## src/design/klpr_pkg.sv

```systemverilog
// Package for the key long-press remapper: field widths, register
// indexes, stream layout constants and the result entry type.
// No dependencies.
package klpr_pkg;

  localparam int CODE_W      = 10;
  localparam int TICKS_W     = 16;
  localparam int CFG_IDX_W   = 3;
  localparam int CFG_DATA_W  = 16;
  localparam int TDATA_W     = 16;

  // Configuration register indexes
  localparam logic [CFG_IDX_W-1:0] REG_LONG_PRESS_TICKS = 3'd0;
  localparam logic [CFG_IDX_W-1:0] REG_VOL_UP_CODE      = 3'd1;
  localparam logic [CFG_IDX_W-1:0] REG_VOL_DOWN_CODE    = 3'd2;
  localparam logic [CFG_IDX_W-1:0] REG_HOME_CODE        = 3'd3;
  localparam logic [CFG_IDX_W-1:0] REG_BACK_CODE        = 3'd4;
  localparam logic [CFG_IDX_W-1:0] REG_MENU_CODE        = 3'd5;

  // Register reset values
  localparam logic [TICKS_W-1:0] RST_LONG_PRESS_TICKS = 16'd1000;
  localparam logic [CODE_W-1:0]  RST_VOL_UP_CODE      = 10'd115;
  localparam logic [CODE_W-1:0]  RST_VOL_DOWN_CODE    = 10'd114;
  localparam logic [CODE_W-1:0]  RST_HOME_CODE        = 10'd102;
  localparam logic [CODE_W-1:0]  RST_BACK_CODE        = 10'd158;
  localparam logic [CODE_W-1:0]  RST_MENU_CODE        = 10'd139;

  // Input kind carried on in_tuser
  localparam logic MODE_KEY  = 1'b0;
  localparam logic MODE_TICK = 1'b1;

  // Result queue
  localparam int QUEUE_DEPTH = 4;
  localparam int QPTR_W      = 2;
  localparam int QCNT_W      = 3;

  typedef struct packed {
    logic              last;
    logic              value;
    logic [CODE_W-1:0] code;
  } result_t;

endpackage

```

## src/design/key_long_press_remapper.sv

```systemverilog
// Top level of the key long-press remapper: state update, config
// registers and a small result queue feeding the output stream.
// Depends on klpr_pkg.
//
//  channel | dir  | handshake          | payload
//  --------+------+--------------------+-------------------------------------------
//  in_     | in   | in_tvalid/tready   | tdata: key_code, pressed; tuser: mode
//  out_    | out  | out_tvalid/tready  | tdata: event_code, event_value; tlast: last
//  cfg_    | in   | cfg_valid/ready    | cfg_index, cfg_data
//
// One item per cycle while in_tready is high: an accepted item updates the key state in the same
// cycle and pushes 0, 1 or 2 results into a 4-entry result queue.
// Results leave the queue one per cycle while out_tready is high, so items that make two results
// can be taken no faster than the output port drains those results.
// in_tready is high while the queue has room for two results.
// Reset (rst_n low, synchronous) restores register defaults, clears the
// key state and empties the queue. cfg_ready is always high.
module key_long_press_remapper #(
  parameter int COUNT_BITS = 16
) (
  input  logic                                clk,
  input  logic                                rst_n,
  // input stream
  input  logic                                in_tvalid,
  output logic                                in_tready,
  input  logic [klpr_pkg::TDATA_W-1:0]        in_tdata,   // [9:0] key_code, [10] pressed
  input  logic [0:0]                          in_tuser,   // [0] mode
  // result stream
  output logic                                out_tvalid,
  input  logic                                out_tready,
  output logic [klpr_pkg::TDATA_W-1:0]        out_tdata,  // [9:0] event_code, [10] event_value
  output logic                                out_tlast,
  // configuration writes
  input  logic                                cfg_valid,
  output logic                                cfg_ready,
  input  logic [klpr_pkg::CFG_IDX_W-1:0]      cfg_index,
  input  logic [klpr_pkg::CFG_DATA_W-1:0]     cfg_data
);
  import klpr_pkg::*;

  // Width used to clamp the tick setting into the counter range
  localparam int LW = (COUNT_BITS > TICKS_W) ? COUNT_BITS : TICKS_W;
  localparam logic [LW-1:0] CMAX = LW'({COUNT_BITS{1'b1}});

  // Config registers
  logic [TICKS_W-1:0] long_ticks_r;
  logic [CODE_W-1:0]  vol_up_code_r, vol_down_code_r;
  logic [CODE_W-1:0]  home_code_r, back_code_r, menu_code_r;

  // Key state
  logic                  up_held_r, up_held_nxt;
  logic                  down_held_r, down_held_nxt;
  logic                  up_mark_r, up_mark_nxt;
  logic                  down_mark_r, down_mark_nxt;
  logic [COUNT_BITS-1:0] up_cd_r, up_cd_nxt;
  logic [COUNT_BITS-1:0] down_cd_r, down_cd_nxt;

  // Result queue
  result_t           queue_r [QUEUE_DEPTH];
  logic [QPTR_W-1:0] head_r, head_nxt;
  logic [QPTR_W-1:0] tail_r, tail_nxt;
  logic [QCNT_W-1:0] count_r, count_nxt;

  logic              in_acc, out_acc;
  logic              mode;
  logic [CODE_W-1:0] key_code;
  logic              pressed;
  logic              is_up, is_down;
  logic              up_exp, down_exp, fire;
  logic [LW-1:0]     ticks_ext;
  logic [COUNT_BITS-1:0] arm_val;
  logic [COUNT_BITS-1:0] up_dec, down_dec;
  result_t           res0, res1;
  logic [1:0]        n_res;
  logic              fire_up, fire_lvl;
  logic [CODE_W-1:0] fire_code;

  assign mode     = in_tuser[0];
  assign key_code = in_tdata[CODE_W-1:0];
  assign pressed  = in_tdata[CODE_W];

  assign in_tready = (count_r <= QCNT_W'(QUEUE_DEPTH - 2));
  assign in_acc    = in_tvalid && in_tready;
  assign out_tvalid = (count_r != '0);
  assign out_acc   = out_tvalid && out_tready;
  assign cfg_ready = 1'b1;

  assign out_tdata = {{(TDATA_W - CODE_W - 1){1'b0}}, queue_r[head_r].value,
                      queue_r[head_r].code};
  assign out_tlast = queue_r[head_r].last;

  // Arm value: zero setting arms with one, saturate at counter max
  always_comb begin
    ticks_ext = LW'(long_ticks_r);
    if (ticks_ext == '0) begin
      arm_val = COUNT_BITS'(1);
    end else if (ticks_ext > CMAX) begin
      arm_val = CMAX[COUNT_BITS-1:0];
    end else begin
      arm_val = ticks_ext[COUNT_BITS-1:0];
    end
  end

  assign up_exp   = (up_cd_r == COUNT_BITS'(1));
  assign down_exp = (down_cd_r == COUNT_BITS'(1));
  assign up_dec   = (up_cd_r != '0) ? up_cd_r - COUNT_BITS'(1) : up_cd_r;
  assign down_dec = (down_cd_r != '0) ? down_cd_r - COUNT_BITS'(1) : down_cd_r;
  assign fire     = (mode == MODE_TICK) && (up_exp || down_exp);
  // up wins when both expire on the same tick
  assign fire_up  = up_exp;
  assign fire_lvl = fire_up ? up_held_r : down_held_r;

  assign is_up   = (key_code == vol_up_code_r);
  assign is_down = !is_up && (key_code == vol_down_code_r);

  always_comb begin
    if (up_held_r && down_held_r) begin
      fire_code = menu_code_r;
    end else if (fire_up) begin
      fire_code = home_code_r;
    end else begin
      fire_code = back_code_r;
    end
  end

  // State update and results for the accepted item
  always_comb begin
    up_held_nxt   = up_held_r;
    down_held_nxt = down_held_r;
    up_mark_nxt   = up_mark_r;
    down_mark_nxt = down_mark_r;
    up_cd_nxt     = up_cd_r;
    down_cd_nxt   = down_cd_r;
    res0          = '0;
    res1          = '0;
    n_res         = 2'd0;
    if (in_acc) begin
      if (mode == MODE_TICK) begin
        up_cd_nxt   = up_dec;
        down_cd_nxt = down_dec;
        if (fire) begin
          up_cd_nxt   = '0;
          down_cd_nxt = '0;
          if (up_held_r && down_held_r) begin
            up_mark_nxt   = 1'b1;
            down_mark_nxt = 1'b1;
          end else if (fire_up) begin
            up_mark_nxt = 1'b1;
          end else begin
            down_mark_nxt = 1'b1;
          end
          // first event carries the held level, second its inverse
          res0  = '{last: 1'b0, value: fire_lvl,  code: fire_code};
          res1  = '{last: 1'b1, value: !fire_lvl, code: fire_code};
          n_res = 2'd2;
        end
      end else if (!is_up && !is_down) begin
        // other keys pass straight through
        res0  = '{last: 1'b1, value: pressed, code: key_code};
        n_res = 2'd1;
      end else begin
        if (is_up) up_held_nxt = pressed;
        else       down_held_nxt = pressed;
        if (pressed) begin
          if (is_up) up_cd_nxt = arm_val;
          else       down_cd_nxt = arm_val;
        end else if (is_up ? up_mark_r : down_mark_r) begin
          // release after a long press only clears the mark
          if (is_up) up_mark_nxt = 1'b0;
          else       down_mark_nxt = 1'b0;
        end else begin
          // short press: report press then release of the key itself
          if (is_up) up_cd_nxt = '0;
          else       down_cd_nxt = '0;
          res0  = '{last: 1'b0, value: 1'b1, code: key_code};
          res1  = '{last: 1'b1, value: 1'b0, code: key_code};
          n_res = 2'd2;
        end
      end
    end
  end

  assign tail_nxt  = tail_r + QPTR_W'(n_res);
  assign head_nxt  = out_acc ? head_r + QPTR_W'(1) : head_r;
  assign count_nxt = count_r + QCNT_W'(n_res) - QCNT_W'(out_acc);

  always_ff @(posedge clk) begin
    if (!rst_n) begin
      long_ticks_r    <= RST_LONG_PRESS_TICKS;
      vol_up_code_r   <= RST_VOL_UP_CODE;
      vol_down_code_r <= RST_VOL_DOWN_CODE;
      home_code_r     <= RST_HOME_CODE;
      back_code_r     <= RST_BACK_CODE;
      menu_code_r     <= RST_MENU_CODE;
    end else if (cfg_valid && cfg_ready) begin
      case (cfg_index)
        REG_LONG_PRESS_TICKS: long_ticks_r    <= cfg_data;
        REG_VOL_UP_CODE:      vol_up_code_r   <= cfg_data[CODE_W-1:0];
        REG_VOL_DOWN_CODE:    vol_down_code_r <= cfg_data[CODE_W-1:0];
        REG_HOME_CODE:        home_code_r     <= cfg_data[CODE_W-1:0];
        REG_BACK_CODE:        back_code_r     <= cfg_data[CODE_W-1:0];
        REG_MENU_CODE:        menu_code_r     <= cfg_data[CODE_W-1:0];
        default: ;
      endcase
    end
  end

  always_ff @(posedge clk) begin
    if (!rst_n) begin
      up_held_r   <= 1'b0;
      down_held_r <= 1'b0;
      up_mark_r   <= 1'b0;
      down_mark_r <= 1'b0;
      up_cd_r     <= '0;
      down_cd_r   <= '0;
      head_r      <= '0;
      tail_r      <= '0;
      count_r     <= '0;
    end else begin
      up_held_r   <= up_held_nxt;
      down_held_r <= down_held_nxt;
      up_mark_r   <= up_mark_nxt;
      down_mark_r <= down_mark_nxt;
      up_cd_r     <= up_cd_nxt;
      down_cd_r   <= down_cd_nxt;
      head_r      <= head_nxt;
      tail_r      <= tail_nxt;
      count_r     <= count_nxt;
    end
  end

  // Queue payload, no reset needed
  always_ff @(posedge clk) begin
    if (n_res != 2'd0) queue_r[tail_r] <= res0;
    if (n_res == 2'd2) queue_r[tail_r + QPTR_W'(1)] <= res1;
  end

  // Queue never holds more than its depth
  a_queue_bound: assert property (@(posedge clk) disable iff (!rst_n)
    count_r <= QCNT_W'(QUEUE_DEPTH))
    else $error("result queue overfilled");

  // An item is only taken with room for all of its results
  a_room_on_accept: assert property (@(posedge clk) disable iff (!rst_n)
    in_acc |-> (count_r + QCNT_W'(n_res) <= QCNT_W'(QUEUE_DEPTH)))
    else $error("item accepted without queue room");

  // The first of a pair is always followed by its partner already queued
  a_pair_intact: assert property (@(posedge clk) disable iff (!rst_n)
    (out_acc && !out_tlast) |-> (count_r >= QCNT_W'(2)))
    else $error("split result pair");

  // Long press fire disarms both countdowns
  a_fire_disarms: assert property (@(posedge clk) disable iff (!rst_n)
    (in_acc && fire) |=> (up_cd_r == '0 && down_cd_r == '0))
    else $error("countdown still armed after long press");

endmodule

```

## config.mk

```make
export PLATFORM = sky130hd
export DESIGN_NAME = key_long_press_remapper
export DESIGN_NICKNAME = d
export VERILOG_FILES = /design/src/design/klpr_pkg.sv /design/src/design/key_long_press_remapper.sv
export SDC_FILE = /design/constraint.sdc
export NUM_CORES = 1
export LEC_CHECK = 0
export ABC_CLOCK_PERIOD_IN_PS = 3600
export BUFFER_PORTS_ARGS = -buffer_cell sky130_fd_sc_hd__buf_4
export CAP_MARGIN = 40
export CORE_MARGIN = 2
export CORE_UTILIZATION = 35
export CTS_CLUSTER_SIZE = 40
export DETAILED_ROUTE_END_ITERATION = 16
export GPL_TIMING_DRIVEN = 1
export SETUP_SLACK_MARGIN = 0.02
export SLEW_MARGIN = 20
export SYNTH_ARGS = -nofsm -noshare
export SYNTH_HDL_FRONTEND = slang
export SYNTH_SLANG_ARGS = --single-unit
```

## constraint.sdc

```tcl
create_clock -name clk -period 3.6 [get_ports clk]
set_input_delay 0.72 -clock clk [delete_from_list [all_inputs] [get_ports clk]]
set_output_delay 0.72 -clock clk [all_outputs]
set_load 0.05 [all_outputs]
```

==> results.json <==
{
  "synth_flop_cell": "dfxtp_1",
  "io_pins": 61,
  "fin_setup_tns_ns": 0,
  "antenna_cells": 0,
  "grt_setup_unrepaired": "false",
  "arrival_ns": 3.35,
  "vias": 6460,
  "post-route-util": 0.414,
  "fp.coreArea_mm2": 0.0219,
  "dp_hpwl_mm": 13.8,
  "fp.dieH_um": 154,
  "antenna_found_initial": 0,
  "synth_top_cell_by_area": "dfxtp_1",
  "clk_pin_slew_ns": 0.07,
  "clock_sinks": 159,
  "drc_errors": 0,
  "cts_setup_buffers": 0,
  "timing.final.crit_period_ns": 3.03,
  "ant_nets": 0,
  "portBuffers": 49,
  "dp_slack_ns": 0.224,
  "synthArstFlopShare": 0,
  "viasPerCell": 5.28,
  "worst_hold_slack_ns": 0.455,
  "die_x_um": 154,
  "final_area_mm2": 0.00907,
  "drtIter0Drc": 495,
  "grt_overflow": 0,
  "hp-class": "flip-flop to flip-flop",
  "fmax_mhz": 330,
  "worstPathMaxFanout": 7,
  "htreeDepth": 4,
  "startpoint_type": "flip-flop",
  "yosysUniqueCellTypes": 66,
  "slew_headroom": 0.496,
  "clk_latency_ns": 0.44,
  "ys_ff_latch": 159,
  "grt_first_pass_wirelength_mm": 32.7,
  "yosys.area_share.simple": 0.232,
  "synth_top_family_by_area": "simple AND/OR/NAND/NOR gates",
  "initial_core_util": 0.358,
  "p_leak_nw": 3.39,
  "grt_max_degree": 51,
  "final_nets": 983,
  "numCtsBuffers": 17,
  "finClkSkew_ns": 0.0223,
  "area_growth_pct": 15.8,
  "cp.required_ns": 3.92,
  "synth_xor_area_frac": 0.0369,
  "peakVddDrop_mv": 0.337,
  "synthAdderAreaFrac": 0.0185,
  "cts.repair.resized": 0,
  "globalplace.congestion": 0.800,
  "maxSlewViolCount": 0,
  "fin_crit_sh": 0.843,
  "yosysWarnings": 0,
  "cts-root-buf": "clkbuf_16",
  "grt_usage": 0.172,
  "grt_pass1_vias": 6063,
  "routed_wl_mm": 19.8,
  "yosysSeqAreaShare": 0.467,
  "synth_edf_count": 48,
  "syn_area_per_cell_um2": 8.76,
  "status": "completed",
  "worst_pin_slew_ns": 0.755,
  "setup_slack_ns": 0.567,
  "first_pass_iters": 5,
  "synth_compound_area_frac": 0.152,
  "synth_mux_area_frac": 0.0463,
  "finalHoldViolCount": 0,
  "setup.worst_path.class": "flip-flop to flip-flop",
  "setup_violations": 0,
  "drive_gt1_frac": 0.149,
  "end_kind": "flip-flop",
  "cts_tree": "yes",
  "power_density_mw_per_mm2": 643,
  "dieArea_mm2": 0.0236,
  "cts-hold-fix-buffers": 0,
  "syn_area_mm2": 0.00784,
  "wl_per_cell_um": 16.1,
  "cap_violations": 0,
  "placed_cell_area_mm2": 0.00848,
  "syn_inst": 895,
  "synth_area_leaders": "dfxtp_1, edfxtp_1, nand2_1, a21oi_1, mux4_2",
  "synth_top_area_share": 0.284,
  "fp-row-count": 54,
  "clockBufferDepth": 2
}
==> power by group <==
part | total (mW) | internal [mW] | switching [mW]
registers | 2.14 | 2.01 | 0.132
logic | 1.91 | 0.730 | 1.18
clock network | 1.78 | 0.935 | 0.847
total | 5.83 | 3.68 | 2.16
==> layer usage <==
layer | vias up | wire length [µm] | part of all wire | global-route usage
met4 | 0 | 215 | 0.011 | 0.0450
met3 | 15 | 907 | 0.046 | 0.0324
met5 | - | 0 | 0 | 0
li1 | 3221 | - | - | -
met2 | 149 | 8870 | 0.45 | 0.268
met1 | 3075 | 9770 | 0.49 | 0.246
==> metrics by stage <==
| stage | power, mW | std cells |
|---|---|---|
| floorplan | 3.62 | 899 |
| global placement | 4.05 | 1188 |
| detailed placement | 4.08 | 1191 |
| CTS | 5.87 | 1223 |
| global route | 6.16 | 1224 |
| finish | 5.83 | 1224 |
==> cells in the mapped netlist, types with 3 or more instances <==
cell type / n
nor4_1: 13
mux2i_1: 7
o211ai_1: 6
inv_1: 16
o31ai_1: 9
o21ai_1: 4
nor2_1: 55
clkbuf_1: 36
a32oi_1: 3
o21ai_2: 3
ha_1: 10
o21ai_0: 39
a22oi_1: 6
a31oi_1: 11
nand3_1: 44
nand2b_1: 4
nand2_1: 197
mux4_2: 12
xor2_1: 24
buf_6: 4
buf_2: 14
dfxtp_1: 111
nand4_1: 4
nor3_1: 29
nand3b_1: 5
nor2b_1: 6
edfxtp_1: 48
buf_4: 6
xnor2_1: 9
o22a_1: 3
a21oi_1: 86
a211oi_1: 9
o41ai_1: 3
and2_1: 11
and3_1: 3
==> logic make-up after synthesis <==
logic type               Yosys count
AND/OR/NAND/NOR                  393
AO/OA/AOI/OAI                    197
flip-flops                       159
buffers and inverters             79
XOR/XNOR                          33
multiplexers                      21
adder cells (fa/ha/maj)           11
other                              2
==> state kept, by name (all words and copies together) (netlist names), named ones only <==
register,flops
down_mark_r,1
down_cd_r,16
up_mark_r,1
back_code_r,10
vol_down_code_r,10
long_ticks_r,16
tail_r,2
vol_up_code_r,10
head_r,2
queue_r,48
up_held_r,1
home_code_r,10
menu_code_r,10
down_held_r,1
up_cd_r,16
count_r,3
==> worst max-delay path, stage by stage, from the launching register on <==
cell	delay, ns
dfxtp_1	0.36
or4_1	0.69
nor4b_1	0.35
a21oi_1	0.15
o22a_1	0.26
ha_1	0.31
fa_1	0.44
xnor2_1	0.17
xnor2_1	0.13
nor2_1	0.05
==> placed cells by master (no fill, tap or decap), types with 12 or more instances in the layout <==
cell       count
nor3_1        29
dfxtp_1      111
a21oi_1       86
nand3_1       44
xor2_1        24
nand2_1      197
buf_4         71
clkbuf_16     17
mux4_2        12
edfxtp_1      48
inv_1         16
o21ai_0       37
nor2_1        55
nor4_1        13
==> final timing paths <==
check | from | end | slack (ns) | cells after the start
worst max-delay path | up_cd_r[9] | count_r[2] | 0.57 | 9
worst min register to register | menu_code_r[2] | menu_code_r[2] | 0.45 | 2
worst max register to register | up_cd_r[9] | count_r[2] | 0.57 | 9
worst min-delay path | menu_code_r[2] | menu_code_r[2] | 0.45 | 2
==> area by class of cell <==
cell class,instances,area [µm²]
Fill cell,2245,12800
Clock inverter,15,155
Inverter,17,63.8
Tap cell,280,350
Multi-Input combinational cell,661,3830
Clock buffer,17,425
Timing Repair Buffer,75,588
Sequential cell,159,3660
No activity file was read; power rests on OpenSTA's default activity.
